[config.mk]
export PLATFORM = sky130hd
export DESIGN_NAME = imm_cell
export DESIGN_NICKNAME = d
export VERILOG_FILES = /design/src/design/imm_pkg.sv /design/src/design/imm_cell.sv
export SDC_FILE = /design/constraint.sdc
export NUM_CORES = 1
export LEC_CHECK = 0
export BUFFER_PORTS_ARGS = -buffer_cell sky130_fd_sc_hd__buf_2
export CORE_MARGIN = 8
export CORE_UTILIZATION = 50
export DETAILED_ROUTE_END_ITERATION = 12
export HOLD_SLACK_MARGIN = 0.05
export PLACE_DENSITY_LB_ADDON = 0.25
export REMOVE_ABC_BUFFERS = 1
export SETUP_SLACK_MARGIN = 0.3
export SLEW_MARGIN = 30
export SYNTH_ARGS = -nofsm -noshare
export SYNTH_HDL_FRONTEND = slang
export SYNTH_SLANG_ARGS = --single-unit
[constraint.sdc]
create_clock -name clk -period 11.8 [get_ports clk]
set_clock_uncertainty 0.1 [all_clocks]
set_input_delay 0 -clock clk [delete_from_list [all_inputs] [get_ports clk]]
set_output_delay 0 -clock clk [all_outputs]
set_load 0.01 [all_outputs]
[src/design/imm_pkg.sv]
// Shared types and constants for the integer matrix multiplier.
// Used by imm_cell and integer_matrix_multiply; depends on nothing else.
`default_nettype none

package imm_pkg;

  // Input transaction opcodes.
  localparam logic [1:0] OP_WRITE_A = 2'd0;
  localparam logic [1:0] OP_WRITE_B = 2'd1;
  localparam logic [1:0] OP_COMPUTE = 2'd2;

  // Configuration register indexes.
  localparam logic [1:0] REG_A_ROWS = 2'd0;
  localparam logic [1:0] REG_A_COLS = 2'd1;
  localparam logic [1:0] REG_B_ROWS = 2'd2;
  localparam logic [1:0] REG_B_COLS = 2'd3;

  localparam int CFG_WIDTH  = 4;
  localparam int PROD_WIDTH = 35;

  // Control that the sequencer hands to every cell in the row.
  typedef struct packed {
    logic mac;    // accumulate the registered product this cycle
    logic first;  // first term of a dot product: load instead of add
    logic shift;  // take the neighbor's accumulator
  } cell_ctl_t;

  // A dimension of zero counts as one, and one above the maximum as the maximum.
  function automatic logic [4:0] clamp_dim(logic [CFG_WIDTH-1:0] v, logic [4:0] max_dim);
    logic [4:0] res;
    if (v == '0) begin
      res = 5'd1;
    end else if ({1'b0, v} > max_dim) begin
      res = max_dim;
    end else begin
      res = {1'b0, v};
    end
    return res;
  endfunction

endpackage

`default_nettype wire

[src/design/imm_cell.sv]
// One cell of the multiply chain: holds one column of B and one accumulator.
// Depends on imm_pkg for the control struct and product width.
`default_nettype none

module imm_cell #(
  parameter int ELEM_WIDTH = 16,
  parameter int MAX_DIM    = 8,
  parameter int DIM_W      = 3
) (
  input  wire                                   clk,
  input  wire imm_pkg::cell_ctl_t               ctl,
  input  wire                                   b_we,
  input  wire        [DIM_W-1:0]                b_waddr,
  input  wire signed [ELEM_WIDTH-1:0]           b_wdata,
  input  wire        [DIM_W-1:0]                rd_addr,
  input  wire signed [ELEM_WIDTH-1:0]           a_value,
  input  wire signed [imm_pkg::PROD_WIDTH-1:0]  acc_in,
  output logic signed [imm_pkg::PROD_WIDTH-1:0] acc_out
);

  logic signed [ELEM_WIDTH-1:0]          b_mem [MAX_DIM];
  logic signed [ELEM_WIDTH-1:0]          b_q;
  logic signed [2*ELEM_WIDTH-1:0]        prod;
  logic signed [imm_pkg::PROD_WIDTH-1:0] prod_ext;
  logic signed [imm_pkg::PROD_WIDTH-1:0] acc;

  // Column store of B, with a registered read.
  always_ff @(posedge clk) begin
    if (b_we) begin
      b_mem[b_waddr] <= b_wdata;
    end
    b_q <= b_mem[rd_addr];
  end

  // Registered product of the broadcast A element and this column's B element.
  always_ff @(posedge clk) begin
    prod <= a_value * b_q;
  end

  assign prod_ext = imm_pkg::PROD_WIDTH'(prod);

  // Accumulate, or pass results one cell toward the output.
  always_ff @(posedge clk) begin
    if (ctl.shift) begin
      acc <= acc_in;
    end else if (ctl.mac) begin
      acc <= ctl.first ? prod_ext : acc + prod_ext;
    end
  end

  assign acc_out = acc;

endmodule

`default_nettype wire

# Word-level counts from Yosys, hierarchy flattened
# Memory sizes are Yosys's and may differ from the RTL's. A register that Yosys moved wholly into a read port is not among the register bits.
# Index checks and enable logic that the tools add are counted.
[word_totals] register_bits=67 latch_bits=0 ram_bits=128 mem_bits_ro=0 in_bits=78 out_inout_bits=35 word_cells=11 memories=1
[classes] addsub=1 mul=1 div=0 order_cmp=0 n_eq_ne=0 n_shift=0 mux=5 bitwise=0 reduce_logical=1
[memory_table] memory="b_mem" words=8 word_bits=16 read_ports=1 rd_clocked_by_memory_dff=1 write_ports=1 line_no="imm_cell.sv:21" rtl="logic signed [ELEM_WIDTH-1:0] b_mem [MAX_DIM];"
[op_table] cell="$mux 35" count=3
[op_table] cell="$add 35x32->35" count=1
[op_table] cell="$mul 16x16->32" count=1
[op_table] cell="$mux 1" count=2
[op_table] cell="$reduce_bool 2->1" count=1

# Depth between registers and ports, before layout
# Gate-level depths: netlist of run 1.
[logic_depth] depth_word=4 ltp_mapped=25 depth_no_buf=24

# Worst setup path after synthesis of run 1
# OpenSTA, ideal clock, no wires.
[synth_timing] path_type="flip-flop to flip-flop" from="reg b_q[2] (read register of b_mem)" to="reg prod[31]" setup_time_ps=72 arrival_time_ps=6012 required_time_ps=11628 path_slack_ps=5615 stages_incl_launch_ff=24 path_buffers=1 period_less_slack_ps=6185 cell_sequence="dfxtp_1 > clkbuf_1 > nand2_1 > fa_1 > inv_1 > fa_1 > inv_1 > fa_1 > inv_1 > fa_1 > fa_1 > inv_1 > fa_1 > inv_1 > ha_1 > a21o_1 > a2111oi_2 > o31a_1 > a211oi_1 > a311o_1 > nand4_1 > nand4b_1 > a21oi_2 > xnor2_1"
[synth_between] elab_chain_cells=1
[synth_rtl] item="start: declaration" line_no="imm_cell.sv:22" rtl="logic signed [ELEM_WIDTH-1:0] b_q;"
[synth_rtl] item="$mul 16x16->32" line_no="imm_cell.sv:37" rtl="prod <= a_value * b_q;"
[synth_rtl] item="end signal: assignment" line_no="imm_cell.sv:37"
[synth_rtl] item="end: declaration" line_no="imm_cell.sv:23" rtl="logic signed [2*ELEM_WIDTH-1:0] prod;"
# Every way passes these cells.
# A chain may end at the register's enable or synchronous reset.

# Final worst setup path of run 1
# Ends and elaborated chain as after synthesis.

==> results of run 1 <==
[cells by family (layout without fill, tap and decap cells)]
logic type	after synthesis	after routing	share of synthesized area, %
buffers and inverters	376	543	7.35
flip-flops	211	211	30.4
AO/OA/AOI/OAI	235	235	8.49
XOR/XNOR	59	59	2.69
multiplexers	57	57	5.19
AND/OR/NAND/NOR	426	426	10.9
adder cells (fa/ha/maj)	379	379	34.9
[critical path, cell delays in order, from the launching register on]
cell and delay [ns]:
dfxtp_1 0.65, nand2_1 0.22, fa_1 0.66, inv_1 0.14
fa_1 0.50, inv_1 0.05, fa_1 0.50, inv_1 0.05
fa_1 0.48, fa_1 0.49, inv_1 0.05, fa_1 0.47
inv_1 0.04, ha_1 0.36, a21o_1 0.22, a2111oi_2 0.36
o31a_1 0.21, a211oi_1 0.09, a311o_1 0.40, nand4_1 0.12
nand4b_1 0.13, a21oi_2 0.17, xnor2_1 0.12
[worst max-delay path by stage]
stage,endpoint,depth (start not counted),start,slack (ns)
after floorplan,prod[31],22,b_q[2],5.74
after global placement,prod[31],22,b_q[2],5.31
after detailed placement,prod[31],22,b_q[2],5.18
after CTS,prod[31],22,b_q[2],5.11
after global routing,prod[31],22,b_q[2],4.79
final,prod[31],22,b_q[2],5.12
[cell type report]
| class | count | area, um^2 | share of cell area, % |
|---|---|---|---|
| multi-input combinational | 1156 | 12000 | 55.3 |
| sequential | 211 | 5860 | 26.9 |
| clock buffer | 32 | 631 | 2.89 |
| inverter | 318 | 1190 | 5.48 |
| clock inverter | 12 | 168 | 0.770 |
| timing repair buffer | 181 | 1250 | 5.74 |
| tap | 518 | 648 | 2.97 |
[cell usage after synthesis, drive strengths merged (6+ instances only)]
master and count:
nand3 13, a21oi 60, inv 318, mux2 23, nor4b 6, o21ai 37
edfxtp 163, nor2 53, nor3 16, o211ai 13, nand2 170, dfxtp 48
a211oi 17, fa 263, a21o 28, and2 125, mux4 32, xor2 19
clkbuf 49, nand2b 15, buf 9, xnor2 40, o21bai 6, o21a 30
o22ai 6, ha 116
[through the flow]
| step | hold slack (ns) | setup slack, ns | utilization, % | cells |
|---|---|---|---|---|
| finish | 0.104 | 5.12 | 56.9 | 2428 |
| global route | 0.112 | 4.79 | 56.9 | 2428 |
| CTS | 0.101 | 5.11 | 56.9 | 2427 |
| detailed placement | 0.176 | 5.18 | 53.1 | 2319 |
| global placement | 0.163 | 5.31 | 53.0 | 2318 |
| floorplan | -0.00113 | 5.74 | - | 1685 |
[metal layers]
| layer | vias up | part of all wire, % | track usage [%] |
|---|---|---|---|
| met1 | 6384 | 44 | 26.0 |
| met4 | 0 | 1.7 | 4.12 |
| met5 | - | 0 | 0 |
| li1 | 6003 | - | - |
| met2 | 327 | 49 | 35.2 |
| met3 | 57 | 5.0 | 2.74 |
[state kept, by name (all words and copies together), names as in the netlist]
name	flops
acc_out	35
b_mem	128
b_q	16
prod	32
[repair_timing]
item	CTS	global route
endpoints found under the hold margin	245	0
endpoints found under the setup margin	0	0
hold buffers	64	0
==> metrics.md, run 1 <==
| Metric | Value |
|---|---|
| Fin crit share | a little under three fifths |
| Initial antenna violation count | 0 |
| Highest clock rate | 150 MHz |
| Terminus of the critical flop-to-flop path | prod[31] |
| Max clock buf depth | 3 |
| Ant. Diodes | 0 |
| Top-area cell type share of the netlist area | between 20% and 30% |
| IO buf count | around 110 |
| Vias in the first global route | 13,879 |
| Layout Nets | 2,349 |
| Drt wl/cell | 18.0 um |
| Max-Slew Margin vs Limit | between 40% and 50% |
| Area grow syn2layout | 13.2% |
| CP Capture Type | flip-flop |
| Avg Cell Area, Syn | ~11 um^2 |
| Worst skew pair latency | 0.54 ns |
| Proportion of layout cells with a drive suffix above 1 | around 12% |
| Fraction of registers with async set/reset | 0% |
| Final max-slew violation count | 0 |
| GRT Total Usage | 19.9% |
| DR iter-0 viols | 746 |
| Detail Placement HPWL | ~33,000 um |
| Commonest non-fill, non-tap cell in the layout | inv_1 |
| Clock slew at reported path FFs | 0.06 ns |
| Largest net degree at the start of global routing | 66 |
| Ys Warns | 0 |
| Min Tclk post-route | around 6.7 ns |
| Clock Sinks | ~210 |
| Reg-to-reg setup timing slack | 5.12 ns |
| CTS tree | yes |
| EDFF count, synth | 163 |
| Vert. Die Dim | between 200 and 250 um |
| Setup_tns | 0 ns |
| Post-route ant nets | 0 |
| Vias | 12,771 |
| Synth area leaders | fa_1 27%, edfxtp_1 25%, ha_1 7.5%, inv_1 6.2%, dfxtp_1 5.0% |
| Vias/cell | between 5 and 6 |
| Crit Path Max Fanout | 16 |
| Sequential share of the synthesized area | between 30 and 40% |
| Startpoint Class | flip-flop |
| Tightest Pin Transition | a little under 0.9 ns |
| Hold Crit Class | in2reg |
| Reg2Reg Depth | 22 |
| Placed cell areas | 20,300 um^2 |
| Crit Path Category | reg2reg |
| Hold Path Sink | b_mem[0][4] |
| Ports | between 100 and 150 |
| Core Rows | 72 |
| Detailed Route WL | 43,700 um |
| Initial core utilization | 50.3% |
| Cell Area, Synth | 19,200 um^2 |
| Root buffer selected by CTS | clkbuf_16 |
| Final Hold Viols | 0 |
| Final instance area | around 22,000 um^2 |
| Drc violations | 0 |
| First-pass GRT wire length | ~70,000 um |
| Worst endpoint data arrival time | roughly 7 ns |
| Core area | around 38,000 um^2 |
| RSZ-0062 raised after global routing | false |
| Setup violators final | 0 |
| MaxCap Viol Count | 0 |
| Layout fillers | 3,258 |
| Die footprint | around 45,000 um^2 |
| Remaining Overflow, GRT | 0 |
| Most frequent cells in the layout | 318 x inv_1, 263 x fa_1, 170 x nand2_1, 163 x edfxtp_1, 125 x and2_1 |
| FF+latch count, synth | around 210 |
| FF-to-FF Start | b_q[2] |
| H-tree depth | 1 |
| Post-CTS Setup Inserts | 0 |
| Worst EP required | 12.15 ns |
| First drt pass iteration count | 5 |
| Main synth FF type | edfxtp_1 |
| Cell taking the most area after synthesis | fa_1 |
| GP Congestion | ~0.96 |
| Syn Inst Count | around 1,700 |
| Status | finished clean |
| # resized after CTS | 0 |
| WHS Path Cells | 3 |
| Die width | about 210 um |
| Hold Path Origin | b_we |
| Unique masters post-synth | 67 |
| CTS Buf Count | 24 |
Power of run 1 is left out: the tool's default activity adds up to more than one toggle a clock period on the data nets, which glitch-free logic cannot reach.
==> run 2: changes to the inputs <==
==> constraint.sdc (replaced) <==
create_clock -name clk -period 6.3 [get_ports clk]
set_clock_uncertainty 0.1 [all_clocks]
set_input_delay 0 -clock clk [delete_from_list [all_inputs] [get_ports clk]]
set_output_delay 0 -clock clk [all_outputs]
set_load 0.01 [all_outputs]
==> run 2 against run 1 <==
Non-clock buffer count grew 63; final cell count is 2.7% higher; register-to-register slack got worse by 4.9 ns; count of clock-buffer cells in the layout fell by 2; flip-flop and latch count stayed put; utilization rose by 2.3 points; critical path depth stayed put; via count grew 1.5%; first-iteration DRC count fell by 11%; cell area grew 4.0%; worst setup slack got worse by 4.9 ns; sequential share of layout area shrank 0.89 points; critical endpoint is now prod[30].
==> metrics.md, run 2 (synthesis gave the netlist of run 1 again) <==
| Metric | Value |
|---|---|
| Status | finished clean (unchanged) |
| Largest reg by FF count | b_mem (unchanged) |
| Ant. Diodes | 0 (unchanged) |
| GP Congestion | 0.875 (was 0.957) |
| Initial core utilization | 50.3% (unchanged) |
| Final max-slew violation count | 0 (unchanged) |
| Max-Slew Margin vs Limit | 43.2% (was 42.3%) |
| Detailed Route WL | 43,800 um (was 43,700 um) |
| Crit Path Category | reg2reg (unchanged) |
| Vias in the first global route | 14,310 (was 13,879) |
| Vias | 12,962 (was 12,771) |
| Clock slew at reported path FFs | 0.06 ns (about the same) |
| Crit Path Max Fanout | 6 (was 16) |
| Post-route ant nets | 0 (unchanged) |
| Most frequent cells in the layout | 306 x inv_1, 257 x fa_1, 165 x nand2_1, 163 x edfxtp_1, 118 x and2_1 (was 318 x inv_1, 263 x fa_1, 170 x nand2_1, 163 x edfxtp_1, 125 x and2_1) |
| Worst EP required | 6.67 ns (was 12.15 ns) |
| First-pass GRT wire length | 72,100 um (about the same) |
| Proportion of layout cells with a drive suffix above 1 | 18.8% (was 12.2%) |
| CTS tree | yes (unchanged) |
| Root buffer selected by CTS | clkbuf_16 (unchanged) |
| Hold WS | 0.0884 ns (was 0.104 ns) |
| Drc violations | 0 (unchanged) |
| Ports | 113 (unchanged) |
| H-tree depth | 1 (unchanged) |
| Die footprint | 45,000 um^2 (unchanged) |
| Area grow syn2layout | 17.7% (was 13.2%) |
| First drt pass iteration count | 7 (was 5) |
| Vert. Die Dim | 212 um (unchanged) |
| Max reg flops | 128 (unchanged) |
| Final Hold Viols | 0 (unchanged) |
| Drt wl/cell | 17.6 um (was 18.0 um) |
| Layout fillers | 3,100 (was 3,258) |
| Core Rows | 72 (unchanged) |
| CP Capture Type | flip-flop (unchanged) |
| Fin crit share | 96.8% (was 56.6%) |
| Die width | 212 um (unchanged) |
| Highest clock rate | 164 MHz (was 150 MHz) |
| MaxCap Viol Count | 0 (unchanged) |
| Placed insts | 2,347 (was 2,319) |
| Remaining Overflow, GRT | 0 (unchanged) |
| Worst endpoint data arrival time | 6.47 ns (was 7.03 ns) |
| Clock Sinks | 211 (unchanged) |
| Pre-CTS setup slack | -0.00223 ns (was 5.18 ns) |
| RSZ-0062 raised after global routing | true (was false) |
| IO buf count | 112 (unchanged) |
| Startpoint Class | flip-flop (unchanged) |
| Core area | 38,300 um^2 (unchanged) |
| Worst skew pair latency | 0.55 ns (was 0.54 ns) |
| Tightest Pin Transition | 0.852 ns (was 0.866 ns) |
| Finished Layout Cells | 2,493 (was 2,428) |
| GRT Total Usage | 19.8% (was 19.9%) |
| DR iter-0 viols | 662 (was 746) |
| Min Tclk post-route | 6.10 ns (was 6.68 ns) |
| Detail Placement HPWL | 33,400 um (was 32,900 um) |
| Setup violators final | 0 (unchanged) |
| Commonest non-fill, non-tap cell in the layout | inv_1 (unchanged) |
| Smallest setup slack after layout | 0.204 ns (was 5.12 ns) |
| Initial antenna violation count | 0 (unchanged) |
| Max clock buf depth | 3 (unchanged) |
| Vias/cell | 5.20 (was 5.26) |
| Largest net degree at the start of global routing | 66 (unchanged) |
| Hold Crit Class | in2reg (unchanged) |
| CTS Buf Count | 25 (was 24) |
| Layout Nets | 2,413 (was 2,349) |
[run 2: cell types whose count changed in the layout (fill, tap and decap cells not counted), sizes merged]
cell / delta
clkinv: +1
bufinv: -1
clkbuf: -2
buf: +63
inv: +4
[run 2: worst paths after layout]
check | slack (ns) | cells past startpoint | startpoint | endpoint
setup / recovery | 0.20 | 22 | b_q[6] | prod[30]
hold / removal | 0.09 | 3 | ctl[0] | acc_out[31]
setup reg to reg | 0.20 | 22 | b_q[6] | prod[30]
hold reg to reg | 0.55 | 2 | prod[23] | acc_out[23]
[run 2: per-layer routing]
| metal | global-route usage [%] | wire (um) |
|---|---|---|
| met5 | 0 | 0 |
| met1 | 25.2 | 19000 |
| met4 | 5.78 | 1410 |
| met2 | 34.6 | 21100 |
| met3 | 2.99 | 2210 |
[run 2: cell type report]
cell class,count,area [um^2],area share (%)
multi-input combinational,1156,12300,54.4
sequential,211,5890,26.0
timing repair buffer,244,1780,7.84
inverter,318,1190,5.27
clock buffer,30,664,2.93
tap,518,648,2.86
clock inverter,16,158,0.696
[run 2: repair_timing]
item	in CTS	in global routing
setup endpoints to repair	8	9
buffers inserted	22	13
pin swaps	46	46
resized for setup	58	40
hold buffers	64	0
hold endpoints to repair	261	0
[run 2: per-stage QoR]
stage               area [um^2]  utilization [%]  setup TNS (ns)
floorplan                 19000                -               0
global route              22700             59.2          -0.117
global placement          20500             53.6               0
finish                    22700             59.2               0
CTS                       22400             58.5               0
detailed placement        20600             53.7        -0.00401
[run 2: worst max-delay path: stages (launching register included)]
cell,delay (ns)
dfxtp_4,0.36
buf_4,0.13
buf_4,0.14
and2_1,0.16
fa_1,0.47
inv_1,0.05
fa_1,0.54
fa_1,0.45
fa_1,0.49
inv_1,0.06
fa_2,0.56
fa_1,0.45
ha_4,0.24
buf_4,0.14
a21oi_1,0.23
nor3_2,0.09
a211o_1,0.30
o2111ai_2,0.27
a311oi_2,0.15
nand4_1,0.15
nand2_2,0.09
o41ai_4,0.23
xnor2_1,0.16
Power of run 2 is left out for the same reason.
==> run 3: changes to the inputs <==
--- a/config.mk
+++ b/config.mk
@@ -8,6 +8,8 @@
 export BUFFER_PORTS_ARGS = -buffer_cell sky130_fd_sc_hd__buf_2
 export CORE_MARGIN = 8
 export CORE_UTILIZATION = 50
+export CTS_BUF_LIST = sky130_fd_sc_hd__clkbuf_8
+export CTS_CLUSTER_DIAMETER = 30
 export DETAILED_ROUTE_END_ITERATION = 12
 export HOLD_SLACK_MARGIN = 0.05
 export PLACE_DENSITY_LB_ADDON = 0.25
==> run 3 against run 2 <==
Count of clock-buffer cells in the layout increased by 21; sequential share of layout area is 0.67 points lower; via count rose by 2.2%.
==> metrics.md, run 3 (synthesis gave the netlist of run 1 again) <==
| Metric | Value |
|---|---|
| Status | finished clean (unchanged) |
| Min Tclk post-route | 5.98 ns (was 6.10 ns) |
| Core area | 38,300 um^2 (unchanged) |
| Smallest setup slack after layout | 0.323 ns (was 0.204 ns) |
| Setup_tns | 0 ns (unchanged) |
| Crit Path Max Fanout | 10 (was 6) |
| IO buf count | 112 (unchanged) |
| Layout fillers | 3,063 (was 3,100) |
| Crit Path Category | reg2reg (unchanged) |
| First drt pass iteration count | 5 (was 7) |
| Die width | 212 um (unchanged) |
| Max clock buf depth | 3 (unchanged) |
| H-tree depth | 2 (was 1) |
| Max-Slew Margin vs Limit | 43.2% (about the same) |
| Clock Sinks | 211 (unchanged) |
| Vert. Die Dim | 212 um (unchanged) |
| RSZ-0062 raised after global routing | true (unchanged) |
| Area grow syn2layout | 21.0% (was 17.7%) |
| Die footprint | 45,000 um^2 (unchanged) |
| Post-route ant nets | 0 (unchanged) |
| Root buffer selected by CTS | clkbuf_8 (was clkbuf_16) |
| Final max-slew violation count | 0 (unchanged) |
| Commonest non-fill, non-tap cell in the layout | inv_1 (unchanged) |
| MaxCap Viol Count | 0 (unchanged) |
| GRT Total Usage | 20.2% (was 19.8%) |
| Proportion of layout cells with a drive suffix above 1 | 20.8% (was 18.8%) |
| Detailed Route WL | 44,600 um (was 43,800 um) |
| Remaining Overflow, GRT | 0 (unchanged) |
| Most frequent cells in the layout | 314 x inv_1, 253 x fa_1, 163 x edfxtp_1, 161 x nand2_1, 121 x and2_1 (was 306 x inv_1, 257 x fa_1, 165 x nand2_1, 163 x edfxtp_1, 118 x and2_1) |
| Layout Nets | 2,458 (was 2,413) |
| Vias/cell | 5.18 (was 5.20) |
| GP Congestion | 0.875 (unchanged) |
| Vias in the first global route | 14,588 (was 14,310) |
| Setup violators final | 0 (unchanged) |
| Initial antenna violation count | 1 (was 0) |
| Vias | 13,248 (was 12,962) |
| Max reg flops | 128 (unchanged) |
| Final Hold Viols | 0 (unchanged) |
| DR iter-0 viols | 715 (was 662) |
| Reg-to-reg setup timing slack | 0.32 ns (was 0.20 ns) |
| Startpoint Class | flip-flop (unchanged) |
| CTS tree | yes (unchanged) |
| First-pass GRT wire length | 72,900 um (was 72,100 um) |
| Detail Placement HPWL | 33,400 um (unchanged) |
| Drt wl/cell | 17.4 um (was 17.6 um) |
| Initial core utilization | 50.3% (unchanged) |
| Hold Crit Class | in2reg (unchanged) |
| Highest clock rate | 167 MHz (was 164 MHz) |
| Worst endpoint data arrival time | 6.42 ns (was 6.47 ns) |
| Tightest Pin Transition | 0.852 ns (about the same) |
| Ant. Diodes | 0 (unchanged) |
| Ports | 113 (unchanged) |
| Drc violations | 0 (unchanged) |
| Post-Route Utilization | 60.8% (was 59.2%) |
| Hold WS | 0.0742 ns (was 0.0884 ns) |
| Fin crit share | 94.9% (was 96.8%) |
| Worst skew pair latency | 0.62 ns (was 0.55 ns) |
| Largest reg by FF count | b_mem (unchanged) |
| FF/Latch Area | 5890 um^2 (about the same) |
| Worst EP required | 6.74 ns (was 6.67 ns) |
| CP Capture Type | flip-flop (unchanged) |
| Largest net degree at the start of global routing | 66 (unchanged) |
| Clock slew at reported path FFs | 0.06 ns (about the same) |
| CTS Buf Count | 49 (was 25) |
| Core Rows | 72 (unchanged) |
| Footprint of the multi-input gates | 12,400 um^2 (was 12,300 um^2) |
| Pre-CTS setup slack | -0.00223 ns (unchanged) |
## run 3: cell types whose count changed in the layout (fill, tap and decap cells not counted), moves of 4 or more
cell and delta:
clkbuf_8 +49, clkbuf_16 -25, dlygate4sd3_1 +15, bufinv_16 +9, inv_1 +8, clkinv_2 +6
clkinvlp_4 +5, buf_4 +4, fa_1 -4, fa_2 +4, nand2_1 -4
## run 3: stage by stage
step           std cells  area [um^2]
6_report            2559        23300
5_1_grt             2559        23300
4_1_cts             2544        23000
3_5_place_dp        2347        20600
3_3_place_gp        2346        20500
2_1_floorplan       1685        19000
## run 3: layer usage
layer | track usage, % | vias up | share of wire (%)
li1 | - | 6249 | -
met1 | 25.2 | 6555 | 43
met2 | 35.0 | 344 | 49
met3 | 3.70 | 98 | 5.1
met4 | 7.38 | 2 | 2.9
met5 | 0 | - | 0.029
## run 3: worst paths after layout
| path | from | end | depth (start not counted) |
|---|---|---|---|
| setup reg to reg | b_q[5] | prod[30] | 23 |
| setup / recovery | b_q[5] | prod[30] | 23 |
| hold reg to reg | prod[22] | acc_out[22] | 2 |
| hold / removal | b_we | b_mem[0][5] | 3 |
## run 3: worst max-delay path, cell delays in order, from the launching register on
cell	delay, ns
dfxtp_4	0.35
buf_12	0.13
and2_4	0.15
fa_1	0.49
inv_1	0.05
fa_1	0.48
inv_1	0.06
fa_1	0.58
fa_1	0.44
fa_1	0.50
inv_1	0.05
fa_1	0.49
inv_2	0.05
ha_4	0.25
buf_4	0.15
o21ai_2	0.14
o21ai_1	0.09
a211o_1	0.33
o2111ai_2	0.27
a311oi_2	0.15
nand4_1	0.15
nand2_2	0.08
o41ai_4	0.22
xnor2_1	0.16
## run 3: layout make-up
type / instances / area share [%]
tap: 518 / 2.78
clock buffer: 51 / 3.02
clock inverter: 40 / 2.14
multi-input combinational: 1156 / 53.1
sequential: 211 / 25.3
inverter: 318 / 5.14
timing repair buffer: 265 / 8.53
## run 3: timing repair
action	in CTS	in global routing
hold endpoints to repair	310	0
hold buffers	79	0
buffers inserted	27	14
gates cloned	0	0
endpoints found under the setup margin	8	8
resized for setup	65	45
pin swaps	41	58
Power of run 3 is left out for the same reason.
